### config.mk
export PLATFORM = sky130hd
export DESIGN_NAME = earliest_free_processor_scheduler_unit
export DESIGN_NICKNAME = d
export VERILOG_FILES = /design/src/design/efps_pkg.sv /design/src/design/efps_heap_ram.sv /design/src/design/earliest_free_processor_scheduler_unit.sv
export SDC_FILE = /design/constraint.sdc
export NUM_CORES = 2
export LEC_CHECK = 0
export ABC_AREA = 0
export BUFFER_PORTS_ARGS = -buffer_cell sky130_fd_sc_hd__buf_2
export CAP_MARGIN = 20
export CORE_MARGIN = 1.5
export CORE_UTILIZATION = 30
export CTS_BUF_LIST = sky130_fd_sc_hd__clkbuf_8
export CTS_CLUSTER_SIZE = 12
export DETAILED_ROUTE_END_ITERATION = 6
export PLACE_DENSITY = 0.41
export SETUP_SLACK_MARGIN = 0.02
export SKIP_LAST_GASP = 1
export SYNTH_ARGS = -nofsm -noshare
export SYNTH_HDL_FRONTEND = slang
export SYNTH_SLANG_ARGS = --single-unit
### constraint.sdc
create_clock -name clk -period 10.25 [get_ports clk]
set_clock_uncertainty 0.2 [all_clocks]
set_input_delay 0 -clock clk [delete_from_list [all_inputs] [get_ports clk]]
set_output_delay 0 -clock clk [all_outputs]
set_load 0.03 [all_outputs]
### src/design/efps_pkg.sv
package efps_pkg;

    localparam int MAX_PROCESSORS_DEF = 64;
    localparam int TIME_WIDTH_DEF     = 48;

    localparam int DURATION_WIDTH   = 32;
    localparam int START_WIDTH      = 48;
    localparam int INDEX_OUT_WIDTH  = 6;
    localparam int NUM_PROC_WIDTH   = 7;
    localparam int APB_ADDR_WIDTH   = 3;
    localparam int APB_DATA_WIDTH   = 32;

    localparam logic [NUM_PROC_WIDTH-1:0] NUM_PROC_RESET = 7'd64;

    // register index, taken from paddr[2]
    localparam logic REG_NUM_PROCESSORS = 1'b0;

    typedef enum logic [1:0] {
        S_CLEAR,
        S_IDLE,
        S_SIFT
    } state_t;

endpackage

### src/design/efps_heap_ram.sv
module efps_heap_ram #(
    parameter int DEPTH = 64,
    parameter int AW    = 6,
    parameter int DW    = 54
) (
    input  logic          clk,
    input  logic          we,
    input  logic [AW-1:0] waddr,
    input  logic [DW-1:0] wdata,
    input  logic [AW-1:0] raddr0,
    input  logic [AW-1:0] raddr1,
    output logic [DW-1:0] rdata0,
    output logic [DW-1:0] rdata1
);

    logic [DW-1:0] mem [0:DEPTH-1];
    logic [DW-1:0] rdata0_reg;
    logic [DW-1:0] rdata1_reg;

    always_ff @(posedge clk)
    begin
        if (we)
        begin
            mem[waddr] <= wdata;
        end
        rdata0_reg <= mem[raddr0];
        rdata1_reg <= mem[raddr1];
    end

    assign rdata0 = rdata0_reg;
    assign rdata1 = rdata1_reg;

endmodule

### src/design/earliest_free_processor_scheduler_unit.sv
// earliest-free processor scheduler
//
// task channel (task_valid/task_stall) carries one word per task: a duration
// and a last_task mark. result channel (result_valid/result_stall) returns one
// word per task: the processor that was free earliest (lowest index on ties),
// the task start time, a saturation flag and the echoed last mark.
// free times live in a min-heap held in a two-read one-write ram; the root is
// cached in a register so the result is formed in the accept cycle and
// registered, showing up on the result port in the cycle after.
// after accept the new free time is sifted down from the root, one heap level
// per cycle, comparing the two children and then the smaller one with the new
// key; the block takes no new task until the sift has ended.
// a task with last_task set, a write of num_processors, and reset each start
// a clearing pass that loads n heap entries, one per cycle (n is 64 after
// reset at the default size); no task is taken meanwhile, apb writes still are.
// while the result register holds an untaken word, task_stall stays high;
// a stalled result word holds its value.
module earliest_free_processor_scheduler_unit
    import efps_pkg::*;
#(
    parameter int MAX_PROCESSORS = MAX_PROCESSORS_DEF,
    parameter int TIME_WIDTH     = TIME_WIDTH_DEF
) (
    input  logic                        clk,
    input  logic                        rst_n,

    input  logic                        psel,
    input  logic                        penable,
    input  logic                        pwrite,
    input  logic [APB_ADDR_WIDTH-1:0]   paddr,
    input  logic [APB_DATA_WIDTH-1:0]   pwdata,
    output logic [APB_DATA_WIDTH-1:0]   prdata,
    output logic                        pready,

    input  logic                        task_valid,
    output logic                        task_stall,
    input  logic [DURATION_WIDTH-1:0]   duration,
    input  logic                        last_task,

    output logic                        result_valid,
    input  logic                        result_stall,
    output logic [INDEX_OUT_WIDTH-1:0]  processor_index,
    output logic [START_WIDTH-1:0]      task_start,
    output logic                        saturated,
    output logic                        last_result
);

    localparam int IW  = (MAX_PROCESSORS > 1) ? $clog2(MAX_PROCESSORS) : 1;
    localparam int CW  = $clog2(MAX_PROCESSORS + 1);
    localparam int EW  = TIME_WIDTH + IW;
    localparam int AW  = IW + 2;
    localparam int GW  = (AW > CW) ? AW : CW;
    localparam int KW  = (CW > NUM_PROC_WIDTH) ? CW : NUM_PROC_WIDTH;
    localparam int IXW = (IW > INDEX_OUT_WIDTH) ? IW : INDEX_OUT_WIDTH;
    localparam int SXW = (TIME_WIDTH > START_WIDTH) ? TIME_WIDTH : START_WIDTH;
    localparam logic [TIME_WIDTH-1:0] TIME_MAX = {TIME_WIDTH{1'b1}};

    state_t                      state_reg, state_next;
    logic [IW-1:0]               i_reg, i_next;
    logic [IW-1:0]               clr_reg, clr_next;
    logic [EW-1:0]               x_reg, x_next;
    logic [EW-1:0]               root_reg, root_next;
    logic [NUM_PROC_WIDTH-1:0]   num_proc_reg, num_proc_next;

    logic                        res_valid_reg, res_valid_next;
    logic [INDEX_OUT_WIDTH-1:0]  res_index_reg, res_index_next;
    logic [START_WIDTH-1:0]      res_start_reg, res_start_next;
    logic                        res_sat_reg, res_sat_next;
    logic                        res_last_reg, res_last_next;

    logic                        cfg_write;
    logic                        task_acc;

    logic [KW-1:0]               np_ext;
    logic [CW-1:0]               count;
    logic [GW-1:0]               n_ext;

    logic [TIME_WIDTH-1:0]       root_time;
    logic [IW-1:0]               root_idx;
    logic [TIME_WIDTH:0]         sum;
    logic                        sat;
    logic [TIME_WIDTH-1:0]       fin_time;
    logic [SXW-1:0]              st_ext;
    logic [IXW-1:0]              ix_ext;

    logic [GW-1:0]               l_ext, r_ext;
    logic                        l_ok, r_ok, pick_r, descend;
    logic [EW-1:0]               cand;
    logic [IW-1:0]               cand_addr;
    logic [IW-1:0]               rd_base;
    logic [IW:0]                 la, lb;

    logic                        we;
    logic [IW-1:0]               waddr;
    logic [EW-1:0]               wdata;
    logic [IW-1:0]               raddr0, raddr1;
    logic [EW-1:0]               rdata0, rdata1;

    efps_heap_ram #(
        .DEPTH (MAX_PROCESSORS),
        .AW    (IW),
        .DW    (EW)
    ) u_heap (
        .clk    (clk),
        .we     (we),
        .waddr  (waddr),
        .wdata  (wdata),
        .raddr0 (raddr0),
        .raddr1 (raddr1),
        .rdata0 (rdata0),
        .rdata1 (rdata1)
    );

    // apb side
    assign pready    = 1'b1;
    assign cfg_write = psel && penable && pwrite && (paddr[2] == REG_NUM_PROCESSORS);
    assign prdata    = (paddr[2] == REG_NUM_PROCESSORS) ?
                       APB_DATA_WIDTH'(num_proc_reg) : '0;

    always_comb
    begin
        num_proc_next = num_proc_reg;
        if (cfg_write)
        begin
            num_proc_next = pwdata[NUM_PROC_WIDTH-1:0];
        end
    end

    // processors in use, zero treated as one, clamped to the heap size
    assign np_ext = KW'(num_proc_reg);
    always_comb
    begin
        if (np_ext == '0)
        begin
            count = CW'(1);
        end
        else if (np_ext > KW'(MAX_PROCESSORS))
        begin
            count = CW'(MAX_PROCESSORS);
        end
        else
        begin
            count = CW'(np_ext);
        end
    end
    assign n_ext = GW'(count);

    // result of the root
    assign root_time = root_reg[EW-1:IW];
    assign root_idx  = root_reg[IW-1:0];
    assign sum       = {1'b0, root_time} + (TIME_WIDTH+1)'(duration);
    assign sat       = (sum >= {1'b0, TIME_MAX});
    assign fin_time  = sat ? TIME_MAX : sum[TIME_WIDTH-1:0];
    assign st_ext    = SXW'(root_time);
    assign ix_ext    = IXW'(root_idx);

    assign task_stall = (state_reg != S_IDLE) || (res_valid_reg && result_stall);
    assign task_acc   = task_valid && !task_stall;

    // children of the hole, keys compared as {time, index}
    assign l_ext     = GW'({i_reg, 1'b1});
    assign r_ext     = l_ext + GW'(1);
    assign l_ok      = (l_ext < n_ext);
    assign r_ok      = (r_ext < n_ext);
    assign pick_r    = r_ok && (rdata1 < rdata0);
    assign cand      = pick_r ? rdata1 : rdata0;
    assign cand_addr = pick_r ? r_ext[IW-1:0] : l_ext[IW-1:0];
    assign descend   = l_ok && (cand < x_reg);

    // children of the next hole are fetched while this level resolves
    assign rd_base = (state_reg == S_SIFT) ? cand_addr : '0;
    assign la      = {rd_base, 1'b1};
    assign lb      = la + (IW+1)'(1);
    assign raddr0  = la[IW-1:0];
    assign raddr1  = lb[IW-1:0];

    always_comb
    begin
        state_next = state_reg;
        i_next     = i_reg;
        clr_next   = clr_reg;
        x_next     = x_reg;
        root_next  = root_reg;
        we         = 1'b0;
        waddr      = i_reg;
        wdata      = x_reg;

        case (state_reg)
            S_CLEAR:
            begin
                we        = 1'b1;
                waddr     = clr_reg;
                wdata     = {{TIME_WIDTH{1'b0}}, clr_reg};
                root_next = '0;
                if ((GW'(clr_reg) + GW'(1)) == n_ext)
                begin
                    clr_next   = '0;
                    state_next = S_IDLE;
                end
                else
                begin
                    clr_next = clr_reg + IW'(1);
                end
            end
            S_IDLE:
            begin
                if (task_acc)
                begin
                    x_next = {fin_time, root_idx};
                    i_next = '0;
                    if (last_task)
                    begin
                        clr_next   = '0;
                        state_next = S_CLEAR;
                    end
                    else
                    begin
                        state_next = S_SIFT;
                    end
                end
            end
            S_SIFT:
            begin
                we    = 1'b1;
                waddr = i_reg;
                if (descend)
                begin
                    wdata  = cand;
                    i_next = cand_addr;
                end
                else
                begin
                    wdata      = x_reg;
                    state_next = S_IDLE;
                end
                if (i_reg == '0)
                begin
                    root_next = wdata;
                end
            end
            default:
            begin
                state_next = S_CLEAR;
                clr_next   = '0;
            end
        endcase

        // a new processor count reloads the heap
        if (cfg_write)
        begin
            clr_next   = '0;
            state_next = S_CLEAR;
        end
    end

    // result word register
    always_comb
    begin
        res_valid_next = res_valid_reg;
        res_index_next = res_index_reg;
        res_start_next = res_start_reg;
        res_sat_next   = res_sat_reg;
        res_last_next  = res_last_reg;
        if (res_valid_reg && !result_stall)
        begin
            res_valid_next = 1'b0;
        end
        if (task_acc)
        begin
            res_valid_next = 1'b1;
            res_index_next = ix_ext[INDEX_OUT_WIDTH-1:0];
            res_start_next = st_ext[START_WIDTH-1:0];
            res_sat_next   = sat;
            res_last_next  = last_task;
        end
    end

    always_ff @(posedge clk or negedge rst_n)
    begin
        if (!rst_n)
        begin
            state_reg     <= S_CLEAR;
            clr_reg       <= '0;
            num_proc_reg  <= NUM_PROC_RESET;
            res_valid_reg <= 1'b0;
        end
        else
        begin
            state_reg     <= state_next;
            clr_reg       <= clr_next;
            num_proc_reg  <= num_proc_next;
            res_valid_reg <= res_valid_next;
        end
    end

    always_ff @(posedge clk)
    begin
        i_reg         <= i_next;
        x_reg         <= x_next;
        root_reg      <= root_next;
        res_index_reg <= res_index_next;
        res_start_reg <= res_start_next;
        res_sat_reg   <= res_sat_next;
        res_last_reg  <= res_last_next;
    end

    assign result_valid    = res_valid_reg;
    assign processor_index = res_index_reg;
    assign task_start      = res_start_reg;
    assign saturated       = res_sat_reg;
    assign last_result     = res_last_reg;

    a_last_reloads: assert property (@(posedge clk) disable iff (!rst_n)
        (task_acc && last_task && !cfg_write) |=> (state_reg == S_CLEAR))
        else $error("last task did not start a reload");

    a_result_from_task: assert property (@(posedge clk) disable iff (!rst_n)
        $rose(res_valid_reg) |-> $past(task_acc))
        else $error("result word without an accepted task");

    a_hole_in_heap: assert property (@(posedge clk) disable iff (!rst_n)
        (state_reg == S_SIFT) |-> (GW'(i_reg) < n_ext))
        else $error("sift position beyond heap");

    a_clear_in_heap: assert property (@(posedge clk) disable iff (!rst_n)
        (state_reg == S_CLEAR) |-> (GW'(clr_reg) < n_ext))
        else $error("clearing pass beyond heap");

    a_root_tracks: assert property (@(posedge clk) disable iff (!rst_n)
        (state_reg == S_SIFT && i_reg == '0 && !cfg_write) |=> (root_reg == $past(wdata)))
        else $error("cached root differs from heap root");

endmodule
* Yosys cells after proc, flatten, opt, wreduce, memory -nomap -nowiden
Memory sizes are Yosys's and may differ from the RTL's. A register that Yosys moved wholly into a read port is not among the register bits. Index checks and enable logic that the tools add are counted.
Storage, ports and cells: register bits 186, bits in writable memories 3456, input port bits 75, output and inout bits 91, logic and storage cells 90, memories kept 1
Cells by class: $add $sub $neg 5, magnitude comparators 6, equality and inequality tests 12, muxes and demuxes 30, bitwise operators 1, reduce and logical (&&, ||, !) cells 23
Memory list:
- u_heap.mem | depth 64, bits a word 54, read ports 2, clocked after Yosys merged registers in 2, wr ports 1, line efps_heap_ram.sv:16 | logic [DW-1:0] mem [0:DEPTH-1];
Operator list (number):
- one-hot mux 54 bit (2 select lines) | 2
- two-way mux 54 bit | 3
- < comparator 54 bit | 2
- adder 48 x 32 -> 49 bit | 1
- greater-or-equal comparator 49 x 48 -> 1 bit, second input constant | 1
- two-way mux 6 bit | 8
- two-way mux 7 bit | 3
- one-hot mux 6 bit (3 select lines) | 1
- adder 6 x 1 -> 6 bit, second input constant | 2
- inequality test 3 bit, second input constant | 4
- one-hot mux 6 bit (2 select lines) | 1
- two-way mux 2 bit | 5
- AND reduction 3 bit | 3
- adder 7 x 1 -> 8 bit, second input constant | 1
- logical AND 1 bit | 8
- < comparator 8 x 7 -> 1 bit | 1
- adder 6 x 1 -> 7 bit, second input constant | 1
- == test 7 bit | 1
- > comparator 7 bit, second input constant | 1
- zero test 7 bit | 1
- < comparator 7 bit | 1
- zero test 6 bit | 1
- inequality test 2 bit, second input constant | 3
- one-hot mux 2 bit (3 select lines) | 1
- other kinds (12) | 21

* Logic depth before layout (Yosys ltp)
depth in word-level cells 11, mapped depth 37, mapped depth without buffers 26

* Modules after synthesis
Synthesis repeated with hierarchy kept, for this count alone.
Second synthesis, totals: cell total of the unflattened synthesis 8661, area total of the unflattened synthesis 174554.9 um2
By module, submodules not included:
- efps_heap_ram | times used 1, cells each 7178, area an instance 160969.4 um2, sequential area each 105941.6 um2
- earliest_free_processor_scheduler_unit | times used 1, cells each 1483, area an instance 13585.5 um2, sequential area each 5506.5 um2

* Worst setup path after synthesis
No wires, ideal clock.
path kind register -> register, start reg i_reg[0], end mem u_heap.mem[0][3], data pin, setup time 0.548 ns, arrival 8.862 ns, required time 9.502 ns, path slack 0.639 ns, stages on the path, launching flop included 35, path buffers 12, clock period less this slack 9.611 ns, cells stage by stage edfxtp_1 > clkbuf_1 > inv_1 > clkbuf_1 > clkbuf_1 > clkbuf_1 > clkbuf_1 > clkbuf_1 > ha_1 > ha_1 > a21o_1 > a221oi_1 > o31a_1 > nand3_2 > nor2_1 > buf_2 > buf_2 > buf_4 > buf_2 > buf_2 > nand2_1 > o21ai_0 > ha_1 > a21o_1 > a21o_1 > a21o_1 > a21o_1 > a21o_1 > a21oi_1 > o2111ai_1 > nand3b_1 > nor3_1 > clkbuf_1 > o22ai_1 > a21oi_1
Between the ends: longest elaborated chain between the ends 8, elaborated cells on any way between the ends 9, those cells by class 1 x add/sub; 3 x order compare; 3 x mux; 2 x reduce/logical
Ends and longest elaborated chain:
- start, declared | line earliest_free_processor_scheduler_unit.sv:59 | logic [IW-1:0] i_reg, i_next;
- start signal, assigned | line earliest_free_processor_scheduler_unit.sv:298 | i_reg <= i_next;
- adder 7 x 1 -> 8 bit | line earliest_free_processor_scheduler_unit.sv:162 | assign r_ext = l_ext + GW'(1);
- < comparator 8 x 7 -> 1 bit | line earliest_free_processor_scheduler_unit.sv:164 | assign r_ok = (r_ext < n_ext);
- logical AND 1 bit | line earliest_free_processor_scheduler_unit.sv:165 | assign pick_r = r_ok && (rdata1 < rdata0);
- two-way mux 54 bit | line earliest_free_processor_scheduler_unit.sv:166 | assign cand = pick_r ? rdata1 : rdata0;
- < comparator 54 bit | line earliest_free_processor_scheduler_unit.sv:168 | assign descend = l_ok && (cand < x_reg);
- logical AND 1 bit | line earliest_free_processor_scheduler_unit.sv:168
- two-way mux 54 bit (*) | line earliest_free_processor_scheduler_unit.sv:226 | if (descend)
- one-hot mux 54 bit (2 select lines) (*) | line earliest_free_processor_scheduler_unit.sv:188 | case (state_reg)
- named net u_heap.wdata[3] | line efps_heap_ram.sv:9 | input logic [DW-1:0] wdata,
- end, declared | line efps_heap_ram.sv:16
Mark *: on every way through the listed nets, which the timed path passes. The rest lies on a longest branch.

* Final worst setup path
start reg i_reg[0], end mem u_heap.mem[10][12], data pin
Same word-level chain as after synthesis.

==> impl_metrics.yaml <==
cells_and_area:
  fin_nets: 11052
  area_delta_synth_final_pct: 15.95
  final_common_cell: "edfxtp_1"
  final_core_util_pct: 34.92
  final_cell_mix: "3626 x edfxtp_1, 1457 x nand2_1, 694 x clkbuf_8, 601 x nand3_1, 386 x buf_4"
  largest_reg_flops: 3456
  drive_gt1_share_pct: 13.85
  regMostFlops: "u_heap.mem"
sta:
  setup_viol: 0
  fin_ws_ns: 0.7124
  finalHoldViolCount: 0
  tightest_slew_ns: 1.205
  fin_crit_sh_pct: 93.05
  rsz0062_at_grt: "no"
  relSlewSlack_pct: 19.06
  drv_slew: 0
  fin_tns_setup_ns: 0
  post-route-min-period_ns: 9.538
  fmax_mhz: 104.8
pwr:
  power_frac_seq_pct: 46.8
  internal_power_uw: 28230
  p_leak_uw: 0.05823
  p_sw_uw: 14430
  p_comb_share_pct: 23.0
  finalPower_uw: 42660
  clockPowerShare_pct: 30.2
  p_sw_share_pct: 33.83
  ir_drop_mv: 0.2624
  power_density_nw_per_um2: 245.6
clock_network:
  cts_sinks: 3750
  post_cts_buffers: 0
  clk_path_buf_depth: 4
  cts_resized: 0
  cts_buffers: 648
  h-tree-depth: 6
  clk_pin_slew_ns: 0.07
  hold_buffers: 140
  cts_tree: "done"
  clk_latency_ns: 1.30
  root_buffer: "clkbuf_8"
drt:
  drt_iter0_markers: 12478
  drtAntennaViolNets: 0
  wl_met3_mm: 45.47
  drtPass1Iterations: 7
  drt-total-wl_mm: 603.2
  drc: 44
  wl_per_cell_um: 33.51
  via_per_inst: 5.541
  wl_met1_mm: 256.7
  top_layer_used: "met5"
  vias: 99724
  route.met2.wl_mm: 281.4
synthesis:
  yosys-top-cells-area: "edfxtp_1 73%, nand2_1 3.7%, mux2i_1 2.4%, nand3_1 2.0%, dfxtp_1 1.4%"
  synthCells: 10169
  synth-edff-count: 3626
  yosys_warnings: 0
  synth_cell_type_count: 88
  ys_seq_area_share_pct: 74.39
  yosys.area.top_type: "edfxtp_1"
  yosysTopAreaCellShare_pct: 72.68
  async_flop_share_pct: 0.4267
  yosys_register_bits: 3750
  synth.cell_area_sq_um: 149800
  ys.flop_type: "edfxtp_1"
  avgSynthCellArea_sq_um: 14.73
status:
  status: "finished with violations"
  violations: "DRC"
grt:
  grt_max_degree: 111
  antenna_found_initial: 58
  gr-total-overflow: 0
  grt_usage_pct: 23.21
  grt_pass1_vias: 98102
  grt_first_pass_wirelength_mm: 815.9
placement:
  dp_hpwl_mm: 338.1
  port_buffers: 112
  dp_slack_ns: 0.9987
  gp_congestion: 0.8932
critical_path:
  timing.reg2reg.setup_slack_ns: 0.71
  end_kind: "flip-flop"
  crit_arrival_ns: 10.32
  cp_slowest_cell: "a32o_2"
  worstSetupStartpointType: "flip-flop"
  crit_top_cell: "buf_4"
  max_stage_delay_ns: 0.81
  path_class: "reg -> reg"
  cp.required_ns: 11.03
  critPathMaxFanout: 58
die:
  die-area_sq_um: 503600
  die_w_um: 709.7
  initial_utilization_pct: 30.12
  core_sq_um: 497400
  die_h_um: 709.7
  pin_count: 166
  rows: 259
worst_hold_path:
  hp-class: "in -> reg"
job:
  cap_violations: 0
## worst max-delay path: cells and delay by family, from the launching register on
| kind | cells | cell delay [ns] |
|---|---|---|
| compound gates | 10 | 2.66 |
| xor+xnor | 1 | 0.18 |
| fa+ha+maj | 3 | 1.03 |
| buf+inv | 5 | 2.17 |
| flops | 1 | 0.59 |
| simple gates | 9 | 2.29 |
## power by group through the flow
stage          clock, uW  combinational, uW  sequential (uW)
3_3_place_gp           0               9380            20200
4_1_cts            13200               9770            20000
2_1_floorplan          0               5060            20100
5_1_grt            13800              10500            20000
3_5_place_dp           0               9490            20300
6_report           12900               9810            20000
## per-stage QoR
stage / cell area, sq um / cells / hold slack (ns)
finish: 173700 / 17999 / 0.1170
CTS: 173600 / 17978 / 0.01725
global route: 173700 / 17982 / 0.1332
global placement: 160200 / 16674 / -0.1064
floorplan: 149900 / 10193 / -0.4956
detailed placement: 160400 / 16686 / -0.1036
## layout make-up
| type | instances | area (sq um) |
|---|---|---|
| Antenna cell | 20 | 50.05 |
| Timing Repair Buffer | 674 | 5505 |
| Inverter | 141 | 574.3 |
| Sequential cell | 3750 | 111400 |
| Clock buffer | 694 | 9552 |
| Fill cell | 47941 | 323700 |
| Tap cell | 6655 | 8327 |
| Clock inverter | 458 | 2326 |
| Multi-Input combinational cell | 5607 | 35920 |
## cells in the mapped netlist, drive strengths merged, types with 50 or more instances
cell and number:
nor4 73, nand4 98, dfxtp 108, o211ai 85, and3 60, a31oi 134
o22ai 136, nand2 1463, clkbuf 426, mux2i 354, nor3 129, nor2 229
o21ai 349, a22oi 247, ha 154, buf 269, a211oi 65, inv 139
nand3 605, a21oi 394, edfxtp 3626, a21o 50, a221oi 127, o311ai 93
a222oi 182
## per-layer routing
metal  global-route usage [%]  vias to the layer above
met5                        0                        -
met4                    7.348                       10
met3                    4.024                     1004
met2                    37.62                     4645
met1                    31.66                    52570
li1                         -                    41495
## logic make-up (layout without fill, tap and decap cells)
family | after synthesis | count (layout) | share of synthesized area, %
DFF | 3750 | 3750 | 74.39
AOI/OAI and AO/OA | 2174 | 2174 | 10.20
xor gates and xnor gates | 56 | 56 | 0.3399
adders and majority gates | 155 | 155 | 1.300
and+or+nand+nor | 2767 | 2767 | 8.171
buffers and inverters | 836 | 1967 | 2.342
other | 2 | 46 | 0.005013
muxes | 429 | 429 | 3.252
## final timing paths
check | startpoint | to | depth (start not counted)
max | i_reg[0] | u_heap.mem[10][12] | 28
min | duration[27] | x_reg[33] | 5
max reg2reg | i_reg[0] | u_heap.mem[10][12] | 28
min reg2reg | root_reg[22] | task_start[16] | 0
max in group asynchronous | rst_n | np_ext[6] | 5
min in group asynchronous | rst_n | np_ext[2] | 5
Power figures use the tool's default switching activity.
